## config.mk

```make
export PLATFORM = sky130hd
export DESIGN_NAME = ec_point_scalar_multiply
export DESIGN_NICKNAME = d
export VERILOG_FILES = /design/src/hdl/ecpsm_pkg.sv /design/src/hdl/ecpsm_alu.sv /design/src/hdl/ec_point_scalar_multiply.sv
export SDC_FILE = /design/constraint.sdc
export NUM_CORES = 2
export LEC_CHECK = 0
export ABC_CLOCK_PERIOD_IN_PS = 8300
export BUFFER_PORTS_ARGS = -buffer_cell sky130_fd_sc_hd__buf_4
export CAP_MARGIN = 15
export CORE_MARGIN = 4
export CORE_UTILIZATION = 30
export DETAILED_ROUTE_END_ITERATION = 8
export SKIP_LAST_GASP = 1
export SLEW_MARGIN = 40
export SYNTH_ARGS = -nofsm -noshare
export SYNTH_HDL_FRONTEND = slang
export SYNTH_SLANG_ARGS = --single-unit
```

## constraint.sdc

```tcl
create_clock -name clock -period 8.3 [get_ports clock]
set_input_delay 0.83 -clock clock [delete_from_list [all_inputs] [get_ports clock]]
set_output_delay 0.83 -clock clock [all_outputs]
set_load 0.005 [all_outputs]
```

## src/hdl/ecpsm_pkg.sv

```systemverilog
// ----------------------------------------------------------------------------
// ecpsm_pkg
// Shared types and codes for the elliptic-curve scalar multiplier.
// ----------------------------------------------------------------------------
package ecpsm_pkg;

   // Operations of the bit-serial field unit.
   typedef enum logic [2:0] {
      ALU_ADD,
      ALU_SUB,
      ALU_MUL,
      ALU_MOD,
      ALU_INV
   } alu_op_type;

   typedef struct packed {
      logic       start;
      alu_op_type op;
   } alu_ctl_type;

   typedef struct packed {
      logic done;
      logic fail;
   } alu_sts_type;

   // Configuration register indexes.
   localparam logic CSR_PRIME   = 1'b0;
   localparam logic CSR_CURVE_A = 1'b1;

endpackage

```

## src/hdl/ecpsm_alu.sv

```systemverilog
// ----------------------------------------------------------------------------
// ecpsm_alu
// Bit-serial modular arithmetic unit: add, subtract, multiply, reduce and
// extended-Euclid inverse modulo m.
// ----------------------------------------------------------------------------
module ecpsm_alu #(
   parameter int FIELD_BITS = 32
) (
   input  logic                    clock,
   input  logic                    reset,
   input  ecpsm_pkg::alu_ctl_type  ctl,
   input  logic [FIELD_BITS-1:0]   op_u,
   input  logic [FIELD_BITS-1:0]   op_v,
   input  logic [FIELD_BITS-1:0]   modulus,
   output ecpsm_pkg::alu_sts_type  sts,
   output logic [FIELD_BITS-1:0]   result
);

   localparam int W  = FIELD_BITS;
   localparam int CW = $clog2(W);

   typedef enum logic [2:0] {
      A_IDLE,
      A_MOD,
      A_MDBL,
      A_MADD,
      A_ITEST,
      A_IDIV,
      A_IQFIX,
      A_IUPD
   } alu_state_type;

   alu_state_type   state_ff;
   logic [CW-1:0]   cnt_ff;
   logic [W-1:0]    acc_ff;
   logic [W-1:0]    sh_ff;
   logic [W-1:0]    mu_ff;
   logic [W-1:0]    r0_ff, r1_ff, t0_ff, t1_ff, q_ff, rem_ff;
   logic            inv_ff;
   logic            done_ff, fail_ff;
   logic [W-1:0]    res_ff;
   logic [W:0]      trial;
   logic [W:0]      mtrial;

   function automatic logic [W-1:0] add_m(input logic [W-1:0] x, input logic [W-1:0] y,
                                          input logic [W-1:0] mm);
      logic [W:0] s;
      s = {1'b0, x} + {1'b0, y};
      if (s >= {1'b0, mm}) s = s - {1'b0, mm};
      return s[W-1:0];
   endfunction

   function automatic logic [W-1:0] sub_m(input logic [W-1:0] x, input logic [W-1:0] y,
                                          input logic [W-1:0] mm);
      return (x >= y) ? (x - y) : (x + (mm - y));
   endfunction

   // Restoring steps for the Euclid quotient and for reduction.
   assign trial  = {rem_ff, r0_ff[W-1]};
   assign mtrial = {acc_ff, sh_ff[W-1]};

   always_ff @(posedge clock) begin
      if (reset) begin
         state_ff <= A_IDLE;
         done_ff  <= 1'b0;
         fail_ff  <= 1'b0;
      end else begin
         done_ff <= 1'b0;
         unique case (state_ff)
            A_IDLE: begin
               if (ctl.start) begin
                  fail_ff <= 1'b0;
                  cnt_ff  <= CW'(W - 1);
                  acc_ff  <= '0;
                  inv_ff  <= 1'b0;
                  case (ctl.op)
                     ecpsm_pkg::ALU_ADD: begin
                        res_ff  <= add_m(op_u, op_v, modulus);
                        done_ff <= 1'b1;
                     end
                     ecpsm_pkg::ALU_SUB: begin
                        res_ff  <= sub_m(op_u, op_v, modulus);
                        done_ff <= 1'b1;
                     end
                     ecpsm_pkg::ALU_MUL: begin
                        mu_ff    <= op_u;
                        sh_ff    <= op_v;
                        state_ff <= A_MDBL;
                     end
                     ecpsm_pkg::ALU_MOD: begin
                        sh_ff    <= op_u;
                        state_ff <= A_MOD;
                     end
                     default: begin
                        r0_ff    <= modulus;
                        r1_ff    <= op_u;
                        t0_ff    <= '0;
                        t1_ff    <= W'(1);
                        state_ff <= A_ITEST;
                     end
                  endcase
               end
            end
            A_MOD: begin
               if (mtrial >= {1'b0, modulus}) begin
                  acc_ff <= W'(mtrial - {1'b0, modulus});
               end else begin
                  acc_ff <= mtrial[W-1:0];
               end
               sh_ff <= sh_ff << 1;
               if (cnt_ff == '0) begin
                  res_ff   <= (mtrial >= {1'b0, modulus}) ?
                              W'(mtrial - {1'b0, modulus}) : mtrial[W-1:0];
                  done_ff  <= 1'b1;
                  state_ff <= A_IDLE;
               end else begin
                  cnt_ff <= cnt_ff - 1'b1;
               end
            end
            A_MDBL: begin
               acc_ff   <= add_m(acc_ff, acc_ff, modulus);
               state_ff <= A_MADD;
            end
            A_MADD: begin
               if (sh_ff[W-1]) acc_ff <= add_m(acc_ff, mu_ff, modulus);
               sh_ff <= sh_ff << 1;
               if (cnt_ff == '0) begin
                  if (inv_ff) begin
                     state_ff <= A_IUPD;
                  end else begin
                     res_ff   <= sh_ff[W-1] ? add_m(acc_ff, mu_ff, modulus) : acc_ff;
                     done_ff  <= 1'b1;
                     state_ff <= A_IDLE;
                  end
               end else begin
                  cnt_ff   <= cnt_ff - 1'b1;
                  state_ff <= A_MDBL;
               end
            end
            A_ITEST: begin
               if (r1_ff == '0) begin
                  res_ff   <= t0_ff;
                  fail_ff  <= (r0_ff != W'(1));
                  done_ff  <= 1'b1;
                  state_ff <= A_IDLE;
               end else begin
                  rem_ff   <= '0;
                  q_ff     <= '0;
                  cnt_ff   <= CW'(W - 1);
                  state_ff <= A_IDIV;
               end
            end
            A_IDIV: begin
               // The dividend r0 shifts out its top bit each cycle; it is
               // replaced by r1 in the update step.
               if (trial >= {1'b0, r1_ff}) begin
                  rem_ff <= W'(trial - {1'b0, r1_ff});
                  q_ff   <= {q_ff[W-2:0], 1'b1};
               end else begin
                  rem_ff <= trial[W-1:0];
                  q_ff   <= {q_ff[W-2:0], 1'b0};
               end
               r0_ff <= r0_ff << 1;
               if (cnt_ff == '0) begin
                  state_ff <= A_IQFIX;
               end else begin
                  cnt_ff <= cnt_ff - 1'b1;
               end
            end
            A_IQFIX: begin
               // The quotient can equal the modulus only on the first step.
               mu_ff    <= (q_ff >= modulus) ? (q_ff - modulus) : q_ff;
               sh_ff    <= t1_ff;
               acc_ff   <= '0;
               cnt_ff   <= CW'(W - 1);
               inv_ff   <= 1'b1;
               state_ff <= A_MDBL;
            end
            A_IUPD: begin
               t1_ff    <= sub_m(t0_ff, acc_ff, modulus);
               t0_ff    <= t1_ff;
               r0_ff    <= r1_ff;
               r1_ff    <= rem_ff;
               inv_ff   <= 1'b0;
               state_ff <= A_ITEST;
            end
            default: state_ff <= A_IDLE;
         endcase
      end
   end

   assign sts.done = done_ff;
   assign sts.fail = fail_ff;
   assign result   = res_ff;

endmodule

```

## src/hdl/ec_point_scalar_multiply.sv

```systemverilog
// ----------------------------------------------------------------------------
// ec_point_scalar_multiply
// Affine double-and-add scalar multiplication over a prime field.
// ----------------------------------------------------------------------------
// The block takes one transaction at a time: scalar n and base point G, and
// returns n*G on y^2 = x^3 + a*x + b mod p, with flags for the point at
// infinity and for a denominator without inverse or a modulus below two.
// All field arithmetic runs in one bit-serial unit. An inverse runs, per
// Euclid step, a bit-serial division and then a multiply. Scalar bits above
// the leading one bit need no field arithmetic. Every later bit costs a
// doubling (six multiplies and one inverse) and, for a one bit, an addition
// (three multiplies and one inverse). A new transaction is accepted once the
// previous result sits in the output register.
// ----------------------------------------------------------------------------
module ec_point_scalar_multiply #(
   parameter int FIELD_BITS  = 32,
   parameter int SCALAR_BITS = 32
) (
   input  logic        clock,
   input  logic        reset,
   input  logic        csr_wr_en,
   input  logic        csr_index,
   input  logic [31:0] csr_wr_data,
   input  logic        req_tvalid,
   output logic        req_tready,
   input  logic [95:0] req_tdata,   // scalar, base_x, base_y
   output logic        rsp_tvalid,
   input  logic        rsp_tready,
   output logic [63:0] rsp_tdata,   // result_x, result_y
   output logic [1:0]  rsp_tuser    // at_infinity, status
);

   localparam int W  = FIELD_BITS;
   localparam int S  = SCALAR_BITS;
   localparam int SC = $clog2(S);

   typedef enum logic [4:0] {
      S_IDLE, S_RED_A, S_RED_X, S_RED_Y, S_RED_3, S_RED_2,
      S_PT_BEGIN, S_YSUM, S_D1, S_D2, S_D3, S_D4, S_C1, S_C2, S_INV,
      S_L1, S_L2, S_L3, S_L4, S_L5, S_L6, S_L7, S_PT_END, S_OUT
   } top_state_type;

   top_state_type          state_ff;
   logic [31:0]            prime_ff, curve_a_ff;
   logic [W-1:0]           mod_ff, ca_ff, gx_ff, gy_ff, c3_ff, c2_ff;
   logic [W-1:0]           ax_ff, ay_ff, num_ff, den_ff, lam_ff, tmp_ff;
   logic                   ainf_ff, dbl_ff, err_ff, busy_ff;
   logic [S-1:0]           n_ff;
   logic [SC-1:0]          bit_ff;
   logic                   rsp_valid_ff;
   logic [31:0]            rx_ff, ry_ff;
   logic                   rinf_ff, rerr_ff;

   ecpsm_pkg::alu_ctl_type alu_ctl;
   ecpsm_pkg::alu_sts_type alu_sts;
   logic [W-1:0]           alu_u, alu_v, alu_res;
   logic [W-1:0]           p2x, p2y;
   logic [63:0]            p64, a64, x64, y64, n64, ox64, oy64;
   logic [W-1:0]           mod_in;

   assign p64    = {32'b0, prime_ff};
   assign a64    = {32'b0, curve_a_ff};
   assign n64    = {32'b0, req_tdata[31:0]};
   assign x64    = {32'b0, req_tdata[63:32]};
   assign y64    = {32'b0, req_tdata[95:64]};
   assign mod_in = p64[W-1:0];
   assign ox64   = {{(64 - W){1'b0}}, ax_ff};
   assign oy64   = {{(64 - W){1'b0}}, ay_ff};

   assign p2x = dbl_ff ? ax_ff : gx_ff;
   assign p2y = dbl_ff ? ay_ff : gy_ff;

   // Configuration registers.
   always_ff @(posedge clock) begin
      if (reset) begin
         prime_ff   <= 32'd3;
         curve_a_ff <= 32'd0;
      end else if (csr_wr_en) begin
         unique case (csr_index)
            ecpsm_pkg::CSR_PRIME:   prime_ff   <= csr_wr_data;
            ecpsm_pkg::CSR_CURVE_A: curve_a_ff <= csr_wr_data;
            default: ;
         endcase
      end
   end

   // Operation and operands for each arithmetic step.
   always_comb begin
      alu_ctl.start = !busy_ff && (state_ff != S_IDLE) && (state_ff != S_PT_BEGIN)
                      && (state_ff != S_PT_END) && (state_ff != S_OUT);
      alu_ctl.op = ecpsm_pkg::ALU_ADD;
      alu_u      = '0;
      alu_v      = '0;
      case (state_ff)
         S_RED_A: begin alu_ctl.op = ecpsm_pkg::ALU_MOD; alu_u = ca_ff; end
         S_RED_X: begin alu_ctl.op = ecpsm_pkg::ALU_MOD; alu_u = gx_ff; end
         S_RED_Y: begin alu_ctl.op = ecpsm_pkg::ALU_MOD; alu_u = gy_ff; end
         S_RED_3: begin alu_ctl.op = ecpsm_pkg::ALU_MOD; alu_u = W'(3); end
         S_RED_2: begin alu_ctl.op = ecpsm_pkg::ALU_MOD; alu_u = W'(2); end
         S_YSUM:  begin alu_ctl.op = ecpsm_pkg::ALU_ADD; alu_u = ay_ff; alu_v = p2y; end
         S_D1:    begin alu_ctl.op = ecpsm_pkg::ALU_MUL; alu_u = ax_ff; alu_v = ax_ff; end
         S_D2:    begin alu_ctl.op = ecpsm_pkg::ALU_MUL; alu_u = c3_ff; alu_v = num_ff; end
         S_D3:    begin alu_ctl.op = ecpsm_pkg::ALU_ADD; alu_u = num_ff; alu_v = ca_ff; end
         S_D4:    begin alu_ctl.op = ecpsm_pkg::ALU_MUL; alu_u = c2_ff; alu_v = ay_ff; end
         S_C1:    begin alu_ctl.op = ecpsm_pkg::ALU_SUB; alu_u = p2y; alu_v = ay_ff; end
         S_C2:    begin alu_ctl.op = ecpsm_pkg::ALU_SUB; alu_u = p2x; alu_v = ax_ff; end
         S_INV:   begin alu_ctl.op = ecpsm_pkg::ALU_INV; alu_u = den_ff; end
         S_L1:    begin alu_ctl.op = ecpsm_pkg::ALU_MUL; alu_u = num_ff; alu_v = den_ff; end
         S_L2:    begin alu_ctl.op = ecpsm_pkg::ALU_MUL; alu_u = lam_ff; alu_v = lam_ff; end
         S_L3:    begin alu_ctl.op = ecpsm_pkg::ALU_SUB; alu_u = tmp_ff; alu_v = ax_ff; end
         S_L4:    begin alu_ctl.op = ecpsm_pkg::ALU_SUB; alu_u = tmp_ff; alu_v = p2x; end
         S_L5:    begin alu_ctl.op = ecpsm_pkg::ALU_SUB; alu_u = ax_ff; alu_v = tmp_ff; end
         S_L6:    begin alu_ctl.op = ecpsm_pkg::ALU_MUL; alu_u = lam_ff; alu_v = num_ff; end
         S_L7:    begin alu_ctl.op = ecpsm_pkg::ALU_SUB; alu_u = num_ff; alu_v = ay_ff; end
         default: ;
      endcase
   end

   ecpsm_alu #(.FIELD_BITS(W)) u_alu (
      .clock   (clock),
      .reset   (reset),
      .ctl     (alu_ctl),
      .op_u    (alu_u),
      .op_v    (alu_v),
      .modulus (mod_ff),
      .sts     (alu_sts),
      .result  (alu_res)
   );

   always_ff @(posedge clock) begin
      if (reset) begin
         state_ff     <= S_IDLE;
         busy_ff      <= 1'b0;
         rsp_valid_ff <= 1'b0;
         err_ff       <= 1'b0;
         ainf_ff      <= 1'b1;
         dbl_ff       <= 1'b1;
      end else begin
         if (rsp_valid_ff && rsp_tready && (state_ff != S_OUT)) rsp_valid_ff <= 1'b0;
         if (alu_ctl.start) busy_ff <= 1'b1;
         if (alu_sts.done) busy_ff <= 1'b0;
         unique case (state_ff)
            S_IDLE: begin
               if (req_tvalid) begin
                  mod_ff  <= mod_in;
                  ca_ff   <= a64[W-1:0];
                  gx_ff   <= x64[W-1:0];
                  gy_ff   <= y64[W-1:0];
                  n_ff    <= n64[S-1:0];
                  bit_ff  <= SC'(S - 1);
                  ainf_ff <= 1'b1;
                  dbl_ff  <= 1'b1;
                  err_ff  <= (mod_in < W'(2));
                  state_ff <= (mod_in < W'(2)) ? S_OUT : S_RED_A;
               end
            end
            S_RED_A: if (alu_sts.done) begin ca_ff <= alu_res; state_ff <= S_RED_X; end
            S_RED_X: if (alu_sts.done) begin gx_ff <= alu_res; state_ff <= S_RED_Y; end
            S_RED_Y: if (alu_sts.done) begin gy_ff <= alu_res; state_ff <= S_RED_3; end
            S_RED_3: if (alu_sts.done) begin c3_ff <= alu_res; state_ff <= S_RED_2; end
            S_RED_2: if (alu_sts.done) begin c2_ff <= alu_res; state_ff <= S_PT_BEGIN; end
            S_PT_BEGIN: begin
               if (ainf_ff) begin
                  if (!dbl_ff) begin
                     ax_ff   <= gx_ff;
                     ay_ff   <= gy_ff;
                     ainf_ff <= 1'b0;
                  end
                  state_ff <= S_PT_END;
               end else begin
                  state_ff <= S_YSUM;
               end
            end
            S_YSUM: begin
               if (alu_sts.done) begin
                  if (ax_ff == p2x && alu_res == '0) begin
                     ainf_ff  <= 1'b1;
                     state_ff <= S_PT_END;
                  end else if (ax_ff == p2x && ay_ff == p2y) begin
                     state_ff <= S_D1;
                  end else begin
                     state_ff <= S_C1;
                  end
               end
            end
            S_D1: if (alu_sts.done) begin num_ff <= alu_res; state_ff <= S_D2; end
            S_D2: if (alu_sts.done) begin num_ff <= alu_res; state_ff <= S_D3; end
            S_D3: if (alu_sts.done) begin num_ff <= alu_res; state_ff <= S_D4; end
            S_D4: if (alu_sts.done) begin den_ff <= alu_res; state_ff <= S_INV; end
            S_C1: if (alu_sts.done) begin num_ff <= alu_res; state_ff <= S_C2; end
            S_C2: if (alu_sts.done) begin den_ff <= alu_res; state_ff <= S_INV; end
            S_INV: begin
               if (alu_sts.done) begin
                  den_ff <= alu_res;
                  if (alu_sts.fail) begin
                     err_ff   <= 1'b1;
                     state_ff <= S_OUT;
                  end else begin
                     state_ff <= S_L1;
                  end
               end
            end
            S_L1: if (alu_sts.done) begin lam_ff <= alu_res; state_ff <= S_L2; end
            S_L2: if (alu_sts.done) begin tmp_ff <= alu_res; state_ff <= S_L3; end
            S_L3: if (alu_sts.done) begin tmp_ff <= alu_res; state_ff <= S_L4; end
            S_L4: if (alu_sts.done) begin tmp_ff <= alu_res; state_ff <= S_L5; end
            S_L5: if (alu_sts.done) begin num_ff <= alu_res; state_ff <= S_L6; end
            S_L6: if (alu_sts.done) begin num_ff <= alu_res; state_ff <= S_L7; end
            S_L7: begin
               if (alu_sts.done) begin
                  ay_ff    <= alu_res;
                  ax_ff    <= tmp_ff;
                  ainf_ff  <= 1'b0;
                  state_ff <= S_PT_END;
               end
            end
            S_PT_END: begin
               if (dbl_ff && n_ff[S-1]) begin
                  dbl_ff   <= 1'b0;
                  state_ff <= S_PT_BEGIN;
               end else if (bit_ff == '0) begin
                  state_ff <= S_OUT;
               end else begin
                  bit_ff   <= bit_ff - 1'b1;
                  n_ff     <= n_ff << 1;
                  dbl_ff   <= 1'b1;
                  state_ff <= S_PT_BEGIN;
               end
            end
            S_OUT: begin
               // The output register must be free before the result lands.
               if (!rsp_valid_ff || rsp_tready) begin
                  rsp_valid_ff <= 1'b1;
                  rerr_ff      <= err_ff;
                  rinf_ff      <= !err_ff && ainf_ff;
                  rx_ff        <= (err_ff || ainf_ff) ? 32'd0 : ox64[31:0];
                  ry_ff        <= (err_ff || ainf_ff) ? 32'd0 : oy64[31:0];
                  state_ff     <= S_IDLE;
               end
            end
            default: state_ff <= S_IDLE;
         endcase
      end
   end

   assign req_tready = (state_ff == S_IDLE);
   assign rsp_tvalid = rsp_valid_ff;
   assign rsp_tdata  = {ry_ff, rx_ff};
   assign rsp_tuser  = {rerr_ff, rinf_ff};

`ifndef SYNTHESIS
   a_flags_exclusive: assert property (@(posedge clock) disable iff (reset)
      rsp_tvalid |-> !(rsp_tuser[0] && rsp_tuser[1]))
      else $error("infinity and error flagged together");

   a_flag_zero_coords: assert property (@(posedge clock) disable iff (reset)
      (rsp_tvalid && (rsp_tuser[0] || rsp_tuser[1])) |-> (rsp_tdata == 64'd0))
      else $error("flagged result carries coordinates");

   a_done_when_busy: assert property (@(posedge clock) disable iff (reset)
      alu_sts.done |-> busy_ff)
      else $error("field unit finished without a pending operation");
`endif

endmodule

```

==> results_dict.tcl <==
set metrics [dict create \
    fin_skew_ps 124 \
    drv_slew 0 \
    critPathKind "register to register" \
    floorplan_die_area_sq_mm 0.222 \
    floorplan.initialDensity_pct 30.2 \
    cp_slowest_stage_delay_ps 590 \
    reg2reg_depth 29 \
    synth_area_sq_mm 0.0643 \
    final-instance-count-excl-fill 10100 \
    worstSetupEndpointType "register" \
    cp_slowest_cell "ha_1" \
    synth_seq_cells 892 \
    cell_internal_pwr_w 0.0147 \
    synth_async_sr_flop_share_pct 0 \
    maxCapViolCount 0 \
    number_of_port_buffers 201 \
    p_comb_share_pct 61.0 \
    layout_worst_path_cycle_share_pct 95.7 \
    crit_required_ps 8790 \
    post_synth_most_frequent_cells "813 x edfxtp_1, 770 x nand2_1, 631 x a21oi_1, 579 x nor2_1, 431 x inv_1" \
    cts_buffers 104 \
    setup_viol 0 \
    drt-vias-per-instance 5.91 \
    synth_top_area_share_pct 37.9 \
    floorplan.die.width_um 471 \
    rows 169 \
    final_layout_size_suffix_gt1_share_pct 13.1 \
    cell_area_after_placement_sq_mm 0.0706 \
    worst_hold_path.num_cells 3 \
    groute.layer.met3.usage_pct 6.02 \
    powerDensity_mw_per_mm2 396 \
    outcome "complete, no violations" \
    finalHoldViolations 0 \
    syn_avg_cell_area_sq_um 9.29 \
    number_of_antenna_violations_at_the_first_check_in_global_routing 22 \
    maxClockFrequency_mhz 126 \
    multiInputGateArea_sq_mm 0.0356 \
    number_of_nets_in_the_layout 7732 \
    p_sw_w 0.0147 \
    critical_path_maximum_fanout 15 \
    hpwlAfterDp_mm 236 \
    top_ports 202 \
    relSlewSlack_pct 32.5 \
    sum_of_buffers_and_inverters_on_the_critical_path 5 \
    cts.path.max_buffers 3 \
    groute.usage.overall_pct 26.4 \
    detailedRoute.firstPassIterationCount 9 \
    syn_inst 6925 \
    hp-start "req_tdata[82]" \
    worstPathArrival_ps 8430 \
    cellLeakagePower_nw 29.8 \
    synth-warning-count 0 \
    postRouteWirelength_mm 306 \
    placed_cells 9880 \
    root_buffer "clkbuf_16" \
    grt_max_degree 67 \
    num-fill-cells 22000 \
    worstHoldPathType "input port to register" \
    fp.dieH_um 471 \
    post_drt_wl_per_cell_um 30.3 \
    first_pass_grt_wire_length_mm 427 \
    power.ir.vdd_worst_mv 0.273 \
    grt.met2_usage_pct 39.4 \
    final_instance_area_sq_mm 0.0743 \
    core-area_sq_mm 0.213 \
    net_sw_share_pct 50.0 \
    cts.clk_slew.worst_paths_ps 60 \
    synth_largest_area_cell "edfxtp_1" \
    htreeDepth 3 \
    ys.flop_type "edfxtp_1" \
    number_of_distinct_library_cell_variants_in_the_gate_level_netlist_after_synthesis 115 \
    crit_family "simple AND/OR/NAND/NOR gates" \
    grt_overflow_total 0 \
    synth-edff-count 813 \
    ff2ff_setup_slack_ps 360 \
    ff_latch_area_sq_mm 0.0260 \
    met1_usage_pct 35.5 \
    final_period_minus_worst_setup_slack_ps 7940 \
    min_delay_worst_endpoint "gy_ff[18]$_DFFE_PP_" \
    timing.critical_path.from_type "register" \
    synth-seq-area-share_pct 40.4 \
    synthesis.nets 7485 \
    rr_startpoint "state_ff[3]$_SDFFE_PP0P_" \
    synthToLayoutAreaGrowth_pct 15.5 \
    worst-slew-pin-transition_ps 1010 \
    tritoncts_num_sinks 892 \
    power_frac_seq_pct 22.5 \
    gp_congestion 1.02 \
    drt_iter0_markers 8335 \
    netlist_top_cells_area "edfxtp_1 38%, ha_1 6.9%, a21oi_1 4.9%" \
    clock_tree_from_tritoncts "done" \
    postRouteAntennaNets 0 \
    vias 59700 \
    grt_most_used_layer "met2" \
    yosysMostFrequentCell "edfxtp_1" \
    clk_latency_ps 840 \
    via_count_of_the_first_global_routing_pass 56400 \
    power.clock.fraction_pct 16.5 \
    r2r_end "u_alu.result[23]$_DFFE_PP_" \
    drc 0 \
]
[cell type report]
| type | count | share of cell area, % |
|---|---|---|
| diodes | 13 | 0.0438 |
| clock buffers | 136 | 3.79 |
| clock inverters | 60 | 1.01 |
| inverters | 436 | 2.21 |
| multi-input cells | 5232 | 47.8 |
| flip-flops and latches | 892 | 35.0 |
| well taps | 2821 | 4.75 |
| repair buffers | 506 | 5.40 |
[layer usage]
| layer | part of all wire, % | wire length (um) |
|---|---|---|
| met3 | 10 | 30800 |
| met2 | 43 | 131000 |
| met1 | 41 | 126000 |
| met5 | 0.043 | 131 |
| met4 | 6.0 | 18300 |
[how the worst max path moves through the flow]
stage	startpoint	end	slack, ps	cells after the start
after CTS	state_ff[4]$_SDFFE_PP0P_	u_alu.result[29]$_DFFE_PP_	190	28
after detailed placement	state_ff[4]$_SDFFE_PP0P_	u_alu.result[23]$_DFFE_PP_	230	28
after global placement	state_ff[4]$_SDFFE_PP0P_	u_alu.result[6]$_DFFE_PP_	290	29
final	state_ff[3]$_SDFFE_PP0P_	u_alu.result[23]$_DFFE_PP_	360	29
after floorplan	reset	rerr_ff$_DFFE_PP_	150	3
after global routing	state_ff[1]$_SDFFE_PP0P_	u_alu.result[18]$_DFFE_PP_	-30	32
[metrics by stage]
stage | util, % | setup TNS, ps | worst slack, ps | hold slack [ps] | power [W]
after floorplan | - | 0 | 151 | 408 | 0.0174
after global placement | 33.0 | 0 | 286 | 435 | 0.0239
after detailed placement | 33.2 | 0 | 231 | 439 | 0.0240
after CTS | 34.9 | 0 | 186 | 215 | 0.0289
after global routing | 34.9 | -51.6 | -34.2 | 263 | 0.0307
final | 34.9 | 0 | 360 | 268 | 0.0294
[power groups by stage]
stage          Clock [W]  Sequential [W]  Combinational, W
2_1_floorplan          0         0.00627            0.0112
3_3_place_gp           0         0.00684            0.0171
3_5_place_dp           0         0.00668            0.0173
4_1_cts          0.00491         0.00660            0.0174
5_1_grt          0.00509         0.00662            0.0190
6_report         0.00485         0.00663            0.0179
[placed cells by master, fill, tap and decap left out, types with 75 or more instances in the layout]
| cell | instances |
|---|---|
| o21ai_0 | 340 |
| a21oi_1 | 619 |
| and3_1 | 90 |
| a22oi_1 | 167 |
| xnor2_1 | 249 |
| a221oi_1 | 91 |
| nand2_1 | 762 |
| ha_1 | 354 |
| clkbuf_16 | 104 |
| inv_1 | 429 |
| and2_1 | 84 |
| nand3_1 | 147 |
| nor3_1 | 99 |
| edfxtp_1 | 813 |
| xor2_1 | 131 |
| nand4_1 | 99 |
| a21o_1 | 168 |
| mux2_2 | 102 |
| dfxtp_1 | 75 |
| mux2i_1 | 138 |
| buf_4 | 479 |
| nor2_1 | 551 |
[worst reg2reg max path: cells and delay by family, from the launching register on]
kind	cells	cell delay, ps
adders and majority gates	2	980
DFF	1	480
muxes	1	290
buffers and inverters	5	990
AOI/OAI and AO/OA	8	1950
and+or+nand+nor	12	2730
xor gates and xnor gates	1	210
[cells by family (layout without fill, tap and decap cells)]
| family | Yosys count | after routing | synth area share, % |
|---|---|---|---|
| buffers and inverters | 801 | 1138 | 4.99 |
| AO/OA/AOI/OAI | 2045 | 2045 | 21.1 |
| flip-flops | 892 | 892 | 40.4 |
| other | 0 | 13 | 0 |
| adder cells (fa/ha/maj) | 426 | 426 | 9.12 |
| XOR/XNOR | 381 | 381 | 5.20 |
| multiplexers | 240 | 240 | 3.93 |
| AND/OR/NAND/NOR | 2140 | 2140 | 15.2 |
[what timing repair did]
action,in CTS,in global routing
hold buffers,0,0
gates resized for setup,0,13
endpoints found under the hold margin,0,0
buffers inserted,0,5
endpoints found under the setup margin,0,31
Power figures use the tool's default switching activity.
